`src/hw/rtl/stuffed_frame_decoder_checker_unit_assert.svh`:
```
`ifndef STUFFED_FRAME_DECODER_CHECKER_UNIT_ASSERT_SVH
`define STUFFED_FRAME_DECODER_CHECKER_UNIT_ASSERT_SVH

// same-cycle implication, checked outside reset
`define SFD_ASSERT_NOW(lbl, ante, cons) \
  lbl: assert property (@(posedge clk) disable iff (!rst_n) (ante) |-> (cons)) \
    else $error("sfd check failed");

// next-cycle implication, checked outside reset
`define SFD_ASSERT_NEXT(lbl, ante, cons) \
  lbl: assert property (@(posedge clk) disable iff (!rst_n) (ante) |=> (cons)) \
    else $error("sfd check failed");

`endif

```
`src/hw/rtl/sfd_pkg.sv`:
```
`timescale 1ns / 1ps
package sfd_pkg;

  localparam int unsigned CFG_ADDR_W = 3;
  localparam int unsigned CFG_DATA_W = 32;

  localparam logic [7:0] FLAG_BYTE   = 8'h2E;
  localparam logic [7:0] ESC_BYTE    = 8'h2D;
  localparam logic [7:0] ESC_FLAG    = 8'hAE;
  localparam logic [7:0] ESC_ESC     = 8'hAD;
  localparam logic [7:0] SUM_OK      = 8'hFF;
  localparam logic [8:0] COUNT_SAT   = 9'd259;
  localparam logic [8:0] COUNT_MAX   = 9'd258;
  localparam logic [7:0] MAX_PAY_RST = 8'hFF;

  localparam logic [1:0] PH_WAIT  = 2'd0;
  localparam logic [1:0] PH_FRAME = 2'd1;
  localparam logic [1:0] PH_DONE  = 2'd2;

  localparam logic [2:0] ERR_OK    = 3'd0;
  localparam logic [2:0] ERR_START = 3'd1;
  localparam logic [2:0] ERR_STUFF = 3'd2;
  localparam logic [2:0] ERR_STOP  = 3'd3;
  localparam logic [2:0] ERR_SUM   = 3'd4;
  localparam logic [2:0] ERR_LEN   = 3'd5;

  localparam logic [0:0] REG_MAX_PAYLOAD = 1'b0;

  localparam logic REQ_BYTE = 1'b0;
  localparam logic REQ_END  = 1'b1;

  typedef struct packed {
    logic       req_type;
    logic [7:0] rx_byte;
  } req_t;

  typedef struct packed {
    logic       frame_end;
    logic [7:0] data_byte;
    logic [2:0] frame_error;
    logic [7:0] payload_length;
    logic       truncated;
  } res_t;

  typedef struct packed {
    logic [1:0] phase;
    logic [7:0] running_sum;
    logic [8:0] decoded_count;
    logic [7:0] device_status;
    logic [7:0] length_byte;
    logic [7:0] held_byte;
    logic       escape_pending;
  } frame_state_t;

endpackage

```
`src/hw/rtl/sfd_in_if.sv`:
```
`timescale 1ns / 1ps
interface sfd_in_if;
  logic       valid;
  logic       ready;
  logic       req_type;
  logic [7:0] rx_byte;

  modport source (output valid, output req_type, output rx_byte, input ready);
  modport sink (input valid, input req_type, input rx_byte, output ready);
endinterface

```
`src/hw/rtl/sfd_out_if.sv`:
```
`timescale 1ns / 1ps
interface sfd_out_if;
  logic       valid;
  logic       ready;
  logic       frame_end;
  logic [7:0] data_byte;
  logic [2:0] frame_error;
  logic [7:0] payload_length;
  logic       truncated;

  modport source (output valid, output frame_end, output data_byte, output frame_error,
                  output payload_length, output truncated, input ready);
  modport sink (input valid, input frame_end, input data_byte, input frame_error,
                input payload_length, input truncated, output ready);
endinterface

```
`src/hw/rtl/sfd_cfg_regs.sv`:
```
`timescale 1ns / 1ps
module sfd_cfg_regs #(
  parameter logic [7:0] MaxPayloadRst = sfd_pkg::MAX_PAY_RST
) (
  input  logic                          clk,
  input  logic                          rst_n,
  input  logic                          psel,
  input  logic                          penable,
  input  logic                          pwrite,
  input  logic [sfd_pkg::CFG_ADDR_W-1:0] paddr,
  input  logic [sfd_pkg::CFG_DATA_W-1:0] pwdata,
  output logic [sfd_pkg::CFG_DATA_W-1:0] prdata,
  output logic                          pready,
  output logic [7:0]                    max_payload
);
  import sfd_pkg::*;

  logic [7:0] max_payload_r;
  logic [7:0] max_payload_nxt;
  logic       wr_en;
  logic [0:0] reg_idx;

  // word index, byte lanes ignored
  assign reg_idx = paddr[CFG_ADDR_W-1 -: 1];
  assign wr_en   = psel && penable && pwrite && (reg_idx == REG_MAX_PAYLOAD);

  always_comb begin
    max_payload_nxt = max_payload_r;
    if (wr_en) begin
      max_payload_nxt = pwdata[7:0];
    end
  end

  always_ff @(posedge clk) begin
    if (!rst_n) begin
      max_payload_r <= MaxPayloadRst;
    end else begin
      max_payload_r <= max_payload_nxt;
    end
  end

  always_comb begin
    prdata = '0;
    if (reg_idx == REG_MAX_PAYLOAD) begin
      prdata = {{(CFG_DATA_W-8){1'b0}}, max_payload_r};
    end
  end

  assign pready      = 1'b1;
  assign max_payload = max_payload_r;
endmodule

```
`src/hw/rtl/sfd_step.sv`:
```
`timescale 1ns / 1ps
module sfd_step (
  input  sfd_pkg::frame_state_t cur,
  input  sfd_pkg::req_t         req,
  input  logic [7:0]            max_payload,
  output sfd_pkg::frame_state_t nxt,
  output logic                  res_vld,
  output sfd_pkg::res_t         res
);
  import sfd_pkg::*;

  logic       take;
  logic [7:0] dec_byte;
  logic       finish;
  logic       err;
  logic [2:0] err_code;
  logic [8:0] idx_m3;
  logic [8:0] len9;
  logic       sum_bad;
  logic       len_bad;
  logic [7:0] len_ok;
  logic       emit_held;

  // classify the request
  always_comb begin
    take     = 1'b0;
    dec_byte = req.rx_byte;
    finish   = 1'b0;
    err      = 1'b0;
    err_code = ERR_OK;
    if (req.req_type == REQ_END) begin
      if (cur.phase == PH_WAIT) begin
        err      = 1'b1;
        err_code = ERR_START;
      end else if (cur.phase == PH_FRAME) begin
        err      = 1'b1;
        err_code = cur.escape_pending ? ERR_STUFF : ERR_STOP;
      end
    end else if (cur.phase == PH_WAIT) begin
      if (req.rx_byte != FLAG_BYTE) begin
        err      = 1'b1;
        err_code = ERR_START;
      end
    end else if (cur.phase == PH_FRAME) begin
      if (cur.escape_pending) begin
        if (req.rx_byte == ESC_FLAG) begin
          take     = 1'b1;
          dec_byte = FLAG_BYTE;
        end else if (req.rx_byte == ESC_ESC) begin
          take     = 1'b1;
          dec_byte = ESC_BYTE;
        end else begin
          err      = 1'b1;
          err_code = ERR_STUFF;
        end
      end else if (req.rx_byte == FLAG_BYTE) begin
        finish = 1'b1;
      end else if (req.rx_byte != ESC_BYTE) begin
        take = 1'b1;
      end
    end
  end

  // payload emit and stop checks
  assign idx_m3    = cur.decoded_count - 9'd3;
  assign emit_held = (cur.decoded_count >= 9'd3) && (idx_m3 < {1'b0, max_payload});
  assign sum_bad   = cur.running_sum != SUM_OK;
  assign len9      = (cur.decoded_count == 9'd2) ? 9'd0 : idx_m3;
  assign len_bad   = (cur.decoded_count > COUNT_MAX) || (cur.decoded_count < 9'd2) ||
                     ((cur.decoded_count != 9'd2) && (len9 != {1'b0, cur.length_byte}));
  assign len_ok    = len9[7:0];

  always_comb begin
    nxt     = cur;
    res_vld = 1'b0;
    res     = '0;
    if (req.req_type == REQ_END) begin
      nxt.phase          = PH_WAIT;
      nxt.escape_pending = 1'b0;
    end else if (cur.phase == PH_WAIT && !err) begin
      nxt.phase          = PH_FRAME;
      nxt.running_sum    = '0;
      nxt.decoded_count  = '0;
      nxt.device_status  = '0;
      nxt.length_byte    = '0;
      nxt.held_byte      = '0;
      nxt.escape_pending = 1'b0;
    end else if (cur.phase == PH_FRAME) begin
      nxt.escape_pending = 1'b0;
      if (!cur.escape_pending && req.rx_byte == ESC_BYTE) begin
        nxt.escape_pending = 1'b1;
      end
    end

    if (err) begin
      res_vld         = 1'b1;
      res.frame_end   = 1'b1;
      res.frame_error = err_code;
      if (req.req_type == REQ_BYTE) begin
        nxt.phase = PH_DONE;
      end
    end

    if (take) begin
      if (emit_held) begin
        res_vld       = 1'b1;
        res.data_byte = cur.held_byte;
      end
      if (cur.decoded_count == 9'd0) begin
        nxt.device_status = dec_byte;
      end
      if (cur.decoded_count == 9'd1) begin
        nxt.length_byte = dec_byte;
      end
      nxt.held_byte   = dec_byte;
      nxt.running_sum = cur.running_sum + dec_byte;
      if (cur.decoded_count < COUNT_SAT) begin
        nxt.decoded_count = cur.decoded_count + 9'd1;
      end
    end

    if (finish) begin
      nxt.phase     = PH_DONE;
      res_vld       = 1'b1;
      res.frame_end = 1'b1;
      if (sum_bad) begin
        res.frame_error = ERR_SUM;
      end else if (len_bad) begin
        res.frame_error = ERR_LEN;
      end else begin
        res.data_byte      = cur.device_status;
        res.payload_length = len_ok;
        res.truncated      = len_ok > max_payload;
      end
    end
  end
endmodule

```
`src/hw/rtl/stuffed_frame_decoder_checker_unit.sv`:
```
`timescale 1ns / 1ps
// path: an accepted request waits in the input register; the state update then
//   writes its result, if any, into the result register on out_chan once it has room
// throughput: one request per cycle, limited only by the result register being taken
// reset: rst_n synchronous active low; clears the frame state, both stage valids,
//   and sets max_payload to MaxPayloadRst (255 by default)
module stuffed_frame_decoder_checker_unit #(
  parameter logic [7:0] MaxPayloadRst = sfd_pkg::MAX_PAY_RST
) (
  input  logic                           clk,
  input  logic                           rst_n,
  sfd_in_if.sink                         in_chan,
  sfd_out_if.source                      out_chan,
  input  logic                           psel,
  input  logic                           penable,
  input  logic                           pwrite,
  input  logic [sfd_pkg::CFG_ADDR_W-1:0] paddr,
  input  logic [sfd_pkg::CFG_DATA_W-1:0] pwdata,
  output logic [sfd_pkg::CFG_DATA_W-1:0] prdata,
  output logic                           pready
);
  import sfd_pkg::*;

  logic [7:0]   max_payload;
  logic         in_vld_r;
  logic         in_vld_nxt;
  req_t         in_req_r;
  req_t         in_req_nxt;
  logic         out_vld_r;
  logic         out_vld_nxt;
  res_t         out_res_r;
  res_t         out_res_nxt;
  frame_state_t st_r;
  frame_state_t st_nxt;
  frame_state_t step_nxt;
  logic         step_vld;
  res_t         step_res;
  logic         adv;
  logic         in_acc;
  logic         pay_side_clean;

  sfd_cfg_regs #(
    .MaxPayloadRst(MaxPayloadRst)
  ) u_cfg (
    .clk        (clk),
    .rst_n      (rst_n),
    .psel       (psel),
    .penable    (penable),
    .pwrite     (pwrite),
    .paddr      (paddr),
    .pwdata     (pwdata),
    .prdata     (prdata),
    .pready     (pready),
    .max_payload(max_payload)
  );

  sfd_step u_step (
    .cur        (st_r),
    .req        (in_req_r),
    .max_payload(max_payload),
    .nxt        (step_nxt),
    .res_vld    (step_vld),
    .res        (step_res)
  );

  // the held request moves on once the result register has room
  assign adv           = in_vld_r && (!out_vld_r || out_chan.ready);
  assign in_chan.ready = !in_vld_r || adv;
  assign in_acc        = in_chan.valid && in_chan.ready;

  always_comb begin
    in_vld_nxt  = in_vld_r;
    in_req_nxt  = in_req_r;
    st_nxt      = st_r;
    out_vld_nxt = out_vld_r;
    out_res_nxt = out_res_r;
    if (adv) begin
      in_vld_nxt = 1'b0;
      st_nxt     = step_nxt;
    end
    if (in_acc) begin
      in_vld_nxt          = 1'b1;
      in_req_nxt.req_type = in_chan.req_type;
      in_req_nxt.rx_byte  = in_chan.rx_byte;
    end
    if (out_vld_r && out_chan.ready) begin
      out_vld_nxt = 1'b0;
    end
    if (adv && step_vld) begin
      out_vld_nxt = 1'b1;
      out_res_nxt = step_res;
    end
  end

  always_ff @(posedge clk) begin
    if (!rst_n) begin
      in_vld_r  <= 1'b0;
      out_vld_r <= 1'b0;
      st_r      <= '0;
    end else begin
      in_vld_r  <= in_vld_nxt;
      out_vld_r <= out_vld_nxt;
      st_r      <= st_nxt;
    end
  end

  always_ff @(posedge clk) begin
    in_req_r  <= in_req_nxt;
    out_res_r <= out_res_nxt;
  end

  assign out_chan.valid          = out_vld_r;
  assign out_chan.frame_end      = out_res_r.frame_end;
  assign out_chan.data_byte      = out_res_r.data_byte;
  assign out_chan.frame_error    = out_res_r.frame_error;
  assign out_chan.payload_length = out_res_r.payload_length;
  assign out_chan.truncated      = out_res_r.truncated;

  assign pay_side_clean = (out_res_r.frame_error == ERR_OK) &&
                          (out_res_r.payload_length == 8'd0) && !out_res_r.truncated;

`include "stuffed_frame_decoder_checker_unit_assert.svh"

  `SFD_ASSERT_NOW(a_payload_clean, out_vld_r && !out_res_r.frame_end, pay_side_clean)
  `SFD_ASSERT_NOW(a_esc_in_frame, st_r.escape_pending, st_r.phase == PH_FRAME)
  `SFD_ASSERT_NOW(a_count_sat, 1'b1, st_r.decoded_count <= COUNT_SAT)
  `SFD_ASSERT_NEXT(a_stall_holds_req, in_vld_r && !adv, in_vld_r && $stable(in_req_r))
endmodule
```
`src/flat_wrapper.sv`:
```
// flat-port wrapper written by rule: the top's interface ports become plain ports
module stuffed_frame_decoder_checker_unit_flat import sfd_pkg::*;
#(
  parameter logic [7:0] MaxPayloadRst = sfd_pkg::MAX_PAY_RST
)
  (clk, rst_n, psel, penable, pwrite, paddr, pwdata, prdata, pready, in_chan_valid, in_chan_req_type, in_chan_rx_byte, in_chan_ready, out_chan_valid, out_chan_frame_end, out_chan_data_byte, out_chan_frame_error, out_chan_payload_length, out_chan_truncated, out_chan_ready);
  sfd_in_if in_chan_i ();
  sfd_out_if out_chan_i ();
  input  logic clk;
  input  logic rst_n;
  input  logic psel;
  input  logic penable;
  input  logic pwrite;
  input  logic [sfd_pkg::CFG_ADDR_W-1:0] paddr;
  input  logic [sfd_pkg::CFG_DATA_W-1:0] pwdata;
  output logic [sfd_pkg::CFG_DATA_W-1:0] prdata;
  output logic pready;
  input wire logic [$bits(in_chan_i.valid)-1:0] in_chan_valid;
  input wire logic [$bits(in_chan_i.req_type)-1:0] in_chan_req_type;
  input wire logic [$bits(in_chan_i.rx_byte)-1:0] in_chan_rx_byte;
  output wire logic [$bits(in_chan_i.ready)-1:0] in_chan_ready;
  output wire logic [$bits(out_chan_i.valid)-1:0] out_chan_valid;
  output wire logic [$bits(out_chan_i.frame_end)-1:0] out_chan_frame_end;
  output wire logic [$bits(out_chan_i.data_byte)-1:0] out_chan_data_byte;
  output wire logic [$bits(out_chan_i.frame_error)-1:0] out_chan_frame_error;
  output wire logic [$bits(out_chan_i.payload_length)-1:0] out_chan_payload_length;
  output wire logic [$bits(out_chan_i.truncated)-1:0] out_chan_truncated;
  input wire logic [$bits(out_chan_i.ready)-1:0] out_chan_ready;
  assign in_chan_i.valid = in_chan_valid;
  assign in_chan_i.req_type = in_chan_req_type;
  assign in_chan_i.rx_byte = in_chan_rx_byte;
  assign in_chan_ready = in_chan_i.ready;
  assign out_chan_valid = out_chan_i.valid;
  assign out_chan_frame_end = out_chan_i.frame_end;
  assign out_chan_data_byte = out_chan_i.data_byte;
  assign out_chan_frame_error = out_chan_i.frame_error;
  assign out_chan_payload_length = out_chan_i.payload_length;
  assign out_chan_truncated = out_chan_i.truncated;
  assign out_chan_i.ready = out_chan_ready;
  stuffed_frame_decoder_checker_unit #(.MaxPayloadRst(MaxPayloadRst)) u_core (.clk(clk), .rst_n(rst_n), .in_chan(in_chan_i), .out_chan(out_chan_i), .psel(psel), .penable(penable), .pwrite(pwrite), .paddr(paddr), .pwdata(pwdata), .prdata(prdata), .pready(pready));
endmodule
```
`config.mk`:
```
export PLATFORM = sky130hd
export DESIGN_NAME = stuffed_frame_decoder_checker_unit_flat
export DESIGN_NICKNAME = d
export VERILOG_FILES = /design/src/hw/rtl/sfd_pkg.sv /design/src/hw/rtl/sfd_in_if.sv /design/src/hw/rtl/sfd_out_if.sv /design/src/hw/rtl/sfd_cfg_regs.sv /design/src/hw/rtl/sfd_step.sv /design/src/hw/rtl/stuffed_frame_decoder_checker_unit.sv /design/src/flat_wrapper.sv
export VERILOG_INCLUDE_DIRS = /design/src /design/src/hw/rtl
export SDC_FILE = /design/constraint.sdc
export NUM_CORES = 1
export LEC_CHECK = 0
export BUFFER_PORTS_ARGS = -buffer_cell sky130_fd_sc_hd__buf_2
export CORE_AREA = 8 8 90 112
export CTS_CLUSTER_DIAMETER = 200
export DETAILED_ROUTE_END_ITERATION = 10
export DIE_AREA = 0 0 98 120
export GPL_TIMING_DRIVEN = 0
export MAX_ROUTING_LAYER = met4
export PLACE_DENSITY = 0.84
export RECOVER_POWER = 100
export SKIP_CTS_REPAIR_TIMING = 1
export SYNTH_ARGS = -nofsm -noshare
export SYNTH_HDL_FRONTEND = slang
export SYNTH_SLANG_ARGS = --single-unit
```
`constraint.sdc`:
```
create_clock -name clk -period 8.1 [get_ports clk]
set_clock_uncertainty 0.05 [all_clocks]
set_input_delay 1.62 -clock clk [delete_from_list [all_inputs] [get_ports clk]]
set_output_delay 1.62 -clock clk [all_outputs]
set_load 0.02 [all_outputs]
```
==> results of run 1 <==
cells in the final DEF, fill, tap and decap left out, drive strengths merged, types with 8 or more instances in the layout:
| master | n |
|---|---|
| clkbuf | 70 |
| dfxtp | 54 |
| buf | 51 |
| nor2 | 36 |
| nand2 | 33 |
| edfxtp | 30 |
| o21ai | 27 |
| ha | 26 |
| inv | 26 |
| a22o | 25 |
| conb | 25 |
| nor2b | 24 |
| a21oi | 19 |
| and2 | 16 |
| nand3 | 13 |
| a22oi | 12 |
| o211ai | 10 |
| xor2 | 8 |
| and3 | 8 |
sequential cells by signal, summed over array words and instances, names as in the netlist, 3 cells and up:
signal                          flops
u_core.u_cfg.max_payload            8
u_core.in_req_r                     9
u_core.out_chan.frame_error         3
u_core.out_chan.payload_length      8
u_core.st_r                        44
u_core.out_chan.data_byte           8
routing by layer:
layer  GRT usage, %  share of wire, %  vias to the layer above
li1               -                 -                     1959
met1           20.0                40                     1873
met2           34.4                51                      145
met3           4.35               5.9                       33
met4           11.5               3.4                        0
met5              -                 0                        -
synthesized netlist by cell type (all sizes together), types with 6 or more instances:
master / n
a22o: 25
nand2: 33
xor2: 8
a22oi: 12
nand2b: 7
nor4: 7
clkbuf: 27
dfxtp: 54
a21o: 6
edfxtp: 30
and3: 8
nor2: 36
nor3: 6
ha: 26
nor2b: 24
o211ai: 10
o21ai: 27
and2: 16
a21oi: 19
buf: 30
nand3: 13
inv: 23
cell type report:
cell class	count	area (um2)	area share, %
buffer	57	325	6.03
sequential	84	1980	36.7
inverter	23	86.3	1.60
clock buffer	10	128	2.36
multi-input combinational	369	2450	45.4
clock inverter	6	71.3	1.32
timing repair buffer	54	230	4.26
tap	100	125	2.32
worst max-delay path: stages, from the launching register on:
cell and delay [ps]:
dfxtp_1 420, clkbuf_1 450, inv_1 190, ha_1 530, ha_1 300, a21o_1 170, a21oi_1 150, nor2b_1 60
o211ai_1 150, a21oi_1 80, nor3b_1 1200, o21a_1 920
final timing paths:
check | endpoint | start | slack [ps]
setup / recovery | u_core.out_chan.payload_length[1]$_SDFFCE_PP0P_ | u_core.st_r[25]$_SDFFE_PN0P_ | 3020
hold / removal | u_core.st_r[24]$_SDFFE_PN0P_ | u_core.st_r[24]$_SDFFE_PN0P_ | 410
hold reg to reg | u_core.st_r[24]$_SDFFE_PN0P_ | u_core.st_r[24]$_SDFFE_PN0P_ | 410
setup reg to reg | u_core.out_chan.payload_length[1]$_SDFFCE_PP0P_ | u_core.st_r[25]$_SDFFE_PN0P_ | 3020
per-stage QoR:
stage / cell area (um2) / worst slack, ps / cells / power (W) / hold WS [ps]
2_1_floorplan: 4870 / 4350 / 533 / 0.000521 / 376
3_3_place_gp: 5260 / 3630 / 687 / 0.000544 / 390
3_5_place_dp: 5260 / 3620 / 687 / 0.000546 / 402
4_1_cts: 5460 / 3570 / 703 / 0.000847 / 416
5_1_grt: 5400 / 2760 / 703 / 0.000870 / 436
6_report: 5400 / 3020 / 703 / 0.000842 / 413
logic make-up after synthesis:
| kind of cell | after synthesis |
|---|---|
| buffers and inverters | 80 |
| XOR/XNOR | 12 |
| flip-flops | 84 |
| AO/OA/AOI/OAI | 133 |
| AND/OR/NAND/NOR | 172 |
| other | 2 |
| adder cells (fa/ha/maj) | 27 |
power by group through the flow:
stage,Combinational (W),Clock [W],Sequential (W)
finish,0.0000836,0.000307,0.000451
global placement,0.0000833,0,0.000461
detailed placement,0.0000851,0,0.000461
floorplan,0.0000551,0,0.000466
global route,0.0000912,0.000326,0.000452
CTS,0.0000854,0.000311,0.000451
==> out/summary.txt, run 1 <==
Switch Pwr -> 0.000221 W
core area -> 8420 um2
Worst Path Arrival -> 5020 ps
die width -> 98 um
nets -> 676
Synth cell types -> 63
Final Cycle Share -> 62.7%
Clock power frac -> 36.5%
Clock Path Buffers -> 2
post-synthesis compound-gate area fraction -> 20.4%
# fillers -> 721
Seq cells post-synth -> 84
fmax -> 197 MHz
top_reg_cell synth -> dfxtp_1
Hold Fails Final Rpt -> 0
Overflow after GRT -> 0
CTS buffer count -> 9
final setup violating endpoints -> 0
P_leak -> 2.19 nW
DR iter-0 viols -> 261
Die ar. -> 11800 um2
CTS root buf -> clkbuf_8
Hold Path Class -> register to register
DP HPWL -> 8670 um
Hold Path Cell Cnt -> 2
critical path class -> register to register
RD Place Congestion -> 0.914
global-route usage over all layers -> 19.7%
top post-synthesis cells by area -> dfxtp_1 (23%), edfxtp_1 (19%), ha_1 (6.8%)
Async S/R FF share, synth -> 0%
Synth Area in Adders -> 7.23%
Req. time, crit path -> 8040 ps
Slew @ Worst Pin -> 1530 ps
starting density of the core -> 56.8%
CP endpoint kind -> register
failing checks -> capacitance limit, slew limit
vias -> 4010
count of pins over their slew limit -> 11
Final Util -> 64.2%
Total Routed Length -> 11400 um
R2R depth -> 11
Slew headroom -> -1.98%
crit path max fanout -> 21
Die Ht -> 120 um
share of post-route cells with drive strength above 1 -> 13.4%
min Tclk post-route -> 5080 ps
Avg Inst Size Synth -> 9.37 um2
WL/cell -> 16.3 um
RSZ-0062 raised after global routing -> false
post-synthesis mux area share -> 0%
combinational share of power -> 9.9%
clock latency on the worst-skew pair -> 370 ps
CTS tree -> yes
Setup crit start kind -> register
synth warn -> 0
Clock Sinks -> 84
first-pass GRT wire length -> 18100 um
total negative slack -> 0 ps
Antenna Nets Post-Route -> 0
total of max-cap violations -> 1
largest family of logic cells by synthesized area -> compound AO/OA/AOI/OAI gates
vias per cell -> 5.70
initial antenna violation count -> 0
drt pass-1 iters -> 5
Core Rows -> 38
pwr dens -> 156 nW/um2
ant diodes -> 0
H-Tree Depth -> 3
DRC viols -> 0
Seq pwr share -> 53.6%
vias in the first global route -> 3847
largest net degree at the start of global routing -> 22
sw frac -> 26.2%
Mapped Cells -> 510
top-area cell type share of the netlist area -> 22.6%
Post-Synth Simple-Gate Area -> 19.9%
Clock Pin Slew Worst Setup and Hold Paths -> 90 ps
Int Power -> 0.000621 W
Post-Syn Area -> 4780 um2
worst vdd ir -> 0.0000887 V
register area share after synthesis -> 41.5%
IO Count -> 107
Synth Area in XOR/XNOR -> 2.20%
Port Buffers -> 54
status -> complete, but fails checks
leading area contributor after synthesis -> dfxtp_1
Area Growth Syn to Fin -> 13.0%
Post-synth EDFFs -> 30
(Power assumes the default switching activity.)
==> run 2, diff against run 1 <==
--- a/config.mk
+++ b/config.mk
@@ -7,13 +7,13 @@
 export NUM_CORES = 1
 export LEC_CHECK = 0
 export BUFFER_PORTS_ARGS = -buffer_cell sky130_fd_sc_hd__buf_2
-export CORE_AREA = 8 8 90 112
+export CORE_AREA = 8 8 93 116
 export CTS_CLUSTER_DIAMETER = 200
 export DETAILED_ROUTE_END_ITERATION = 10
-export DIE_AREA = 0 0 98 120
+export DIE_AREA = 0 0 101 124
 export GPL_TIMING_DRIVEN = 0
 export MAX_ROUTING_LAYER = met4
-export PLACE_DENSITY = 0.84
+export PLACE_DENSITY = 0.79
 export RECOVER_POWER = 100
 export SKIP_CTS_REPAIR_TIMING = 1
 export SYNTH_ARGS = -nofsm -noshare
==> constraint.sdc (replaced) <==
create_clock -name clk -period 5.3 [get_ports clk]
set_clock_uncertainty 0.05 [all_clocks]
set_input_delay 1.06 -clock clk [delete_from_list [all_inputs] [get_ports clk]]
set_output_delay 1.06 -clock clk [all_outputs]
set_load 0.02 [all_outputs]
==> run 2 against run 1 <==
- the flow now finishes without violations
- register-to-register slack got worse by 2300 ps
- largest cell class unchanged
- flip-flop and latch count unchanged
- sequential share of layout area decreased by 0.86 points
- largest power group unchanged
- non-clock buffer count stayed put
- clock-buffer cell count is 1 higher
- first-iteration DRC count unchanged
- cell count increased by 3.3%
- via count hardly changed
- clock power up 110%
- routed wire length is 3.7% higher
- sequential power increased by 53%
- core utilization fell by 2.6 points
==> out/summary.txt, run 2 (synthesis results as in run 1) <==
Overflow after GRT -> 0
Reg with most FFs -> u_core.st_r
P_leak -> 2.22 nW
total of max-cap violations -> 0
Antenna Nets Post-Route -> 0
Total Routed Length -> 11900 um
CP endpoint kind -> register
initial antenna violation count -> 0
worst vdd ir -> 0.000155 V
share of post-route cells with drive strength above 1 -> 13.3%
core area -> 8980 um2
starting density of the core -> 53.2%
fmax -> 220 MHz
Slew headroom -> 15.6%
CTS root buf -> clkbuf_16
register area -> 1980 um2
H-Tree Depth -> 3
Die ar. -> 12500 um2
Setup crit start kind -> register
ant diodes -> 0
CP endpoint -> u_core.out_chan.data_byte[0]$_DFFE_PP_
count of pins over their slew limit -> 0
status -> finished, final reports clean
# fillers -> 809
global-route usage over all layers -> 20.2%
Final Cycle Share -> 85.7%
die width -> 101 um
Hold Fails Final Rpt -> 0
vias in the first global route -> 3951
pwr dens -> 263 nW/um2
area of the multi-input gates -> 2460 um2
R2R depth -> 11
leading registers by flop count -> u_core.st_r x44, u_core.in_req_r x9
Die Ht -> 124 um
DR iter-0 viols -> 261
Area Growth Syn to Fin -> 15.7%
IO Count -> 107
WL/cell -> 16.3 um
nets -> 676
Port Buffers -> 54
DRC viols -> 0
Clock Sinks -> 84
RSZ-0062 raised after global routing -> false
DP HPWL -> 8760 um
clock latency on the worst-skew pair -> 350 ps
Core Rows -> 39
CTS tree -> yes
vias per cell -> 5.52
Slew @ Worst Pin -> 1250 ps
CTS buffer count -> 9
Clock Pin Slew Worst Setup and Hold Paths -> 60 ps
pre-CTS WS -> 763 ps
RD Place Congestion -> 0.930
vias -> 4011
critical path class -> register to register
crit path max fanout -> 21
Clock Path Buffers -> 2
Worst R2R Start -> u_core.st_r[25]$_SDFFE_PN0P_
Hold Path Class -> register to register
Worst Path Arrival -> 4460 ps
drt pass-1 iters -> 5
final setup violating endpoints -> 0
Largest register FFs -> 44
largest net degree at the start of global routing -> 22
most frequent cells in the layout -> clkbuf_1 (63), dfxtp_1 (54), nor2_1 (35)
first-pass GRT wire length -> 19200 um
most common cell after layout, fill and taps aside -> clkbuf_1
Setup WS post-layout -> 756 ps
Req. time, crit path -> 5220 ps
total negative slack -> 0 ps
min Tclk post-route -> 4540 ps
crit path from -> u_core.st_r[25]$_SDFFE_PN0P_
R2R Setup Slk -> 760 ps
r2r endpoint -> u_core.out_chan.data_byte[0]$_DFFE_PP_
==> run 2: changes by cell type in the layout (fill, tap and decap cells not counted) <==
cell       before  now
clkinv_4        0    1
inv_6           3    1
clkbuf_16       0    9
nor3b_1         1    0
buf_2          24   23
clkbuf_8        9    0
clkbuf_1       61   63
nor3b_2         0    1
==> run 2: layout make-up <==
type,count,area share (%)
clock buffers,11,4.21
inverters,23,1.56
plain buffers,57,5.89
repair buffers,54,4.14
multi-input cells,369,44.4
well taps,123,2.78
flip-flops and latches,84,35.9
clock inverters,5,1.13
==> run 2: where the power goes <==
group          total, W  internal [W]  switching, W
logic          0.000128     0.0000442     0.0000840
registers      0.000690      0.000683    0.00000761
clock network  0.000633      0.000368      0.000265
total           0.00145       0.00109      0.000356
==> run 2: worst min-delay path by stage <==
stage / start / to / slack [ps] / cells after the start
after global routing: u_core.st_r[24]$_SDFFE_PN0P_ / u_core.st_r[24]$_SDFFE_PN0P_ / 450 / 2
final: u_core.st_r[24]$_SDFFE_PN0P_ / u_core.st_r[24]$_SDFFE_PN0P_ / 430 / 2
after floorplan: u_core.st_r[24]$_SDFFE_PN0P_ / u_core.st_r[24]$_SDFFE_PN0P_ / 380 / 2
after detailed placement: u_core.st_r[24]$_SDFFE_PN0P_ / u_core.st_r[24]$_SDFFE_PN0P_ / 410 / 2
after global placement: u_core.st_r[24]$_SDFFE_PN0P_ / u_core.st_r[24]$_SDFFE_PN0P_ / 390 / 2
after CTS: u_core.st_r[24]$_SDFFE_PN0P_ / u_core.st_r[24]$_SDFFE_PN0P_ / 430 / 2
==> run 2: worst max-delay path, stage by stage, from the launching register on <==
cell	delay (ps)
dfxtp_1	410
clkbuf_1	450
inv_1	180
ha_1	520
ha_1	290
a21o_1	160
a21oi_1	160
nor2b_1	60
o211ai_1	150
a21oi_1	100
nor3b_2	720
o21a_1	880
==> run 2: metal layers <==
| metal | global-route usage (%) | part of all wire (%) | up-vias |
|---|---|---|---|
| met5 | - | 0 | - |
| met4 | 11.6 | 2.4 | 0 |
| met3 | 3.86 | 6.6 | 19 |
| met2 | 34.4 | 51 | 156 |
| met1 | 21.7 | 40 | 1871 |
| li1 | - | - | 1965 |
==> run 2: stage by stage <==
step           total power, W  std cells  area (um2)  util, %  hold slack [ps]
2_1_floorplan        0.000797        533        4870        -              376
3_3_place_gp         0.000831        710        5290     58.9              394
3_5_place_dp         0.000834        710        5290     58.9              414
4_1_cts               0.00146        726        5590     62.2              426
5_1_grt               0.00150        726        5530     61.6              452
6_report              0.00145        726        5530     61.6              425
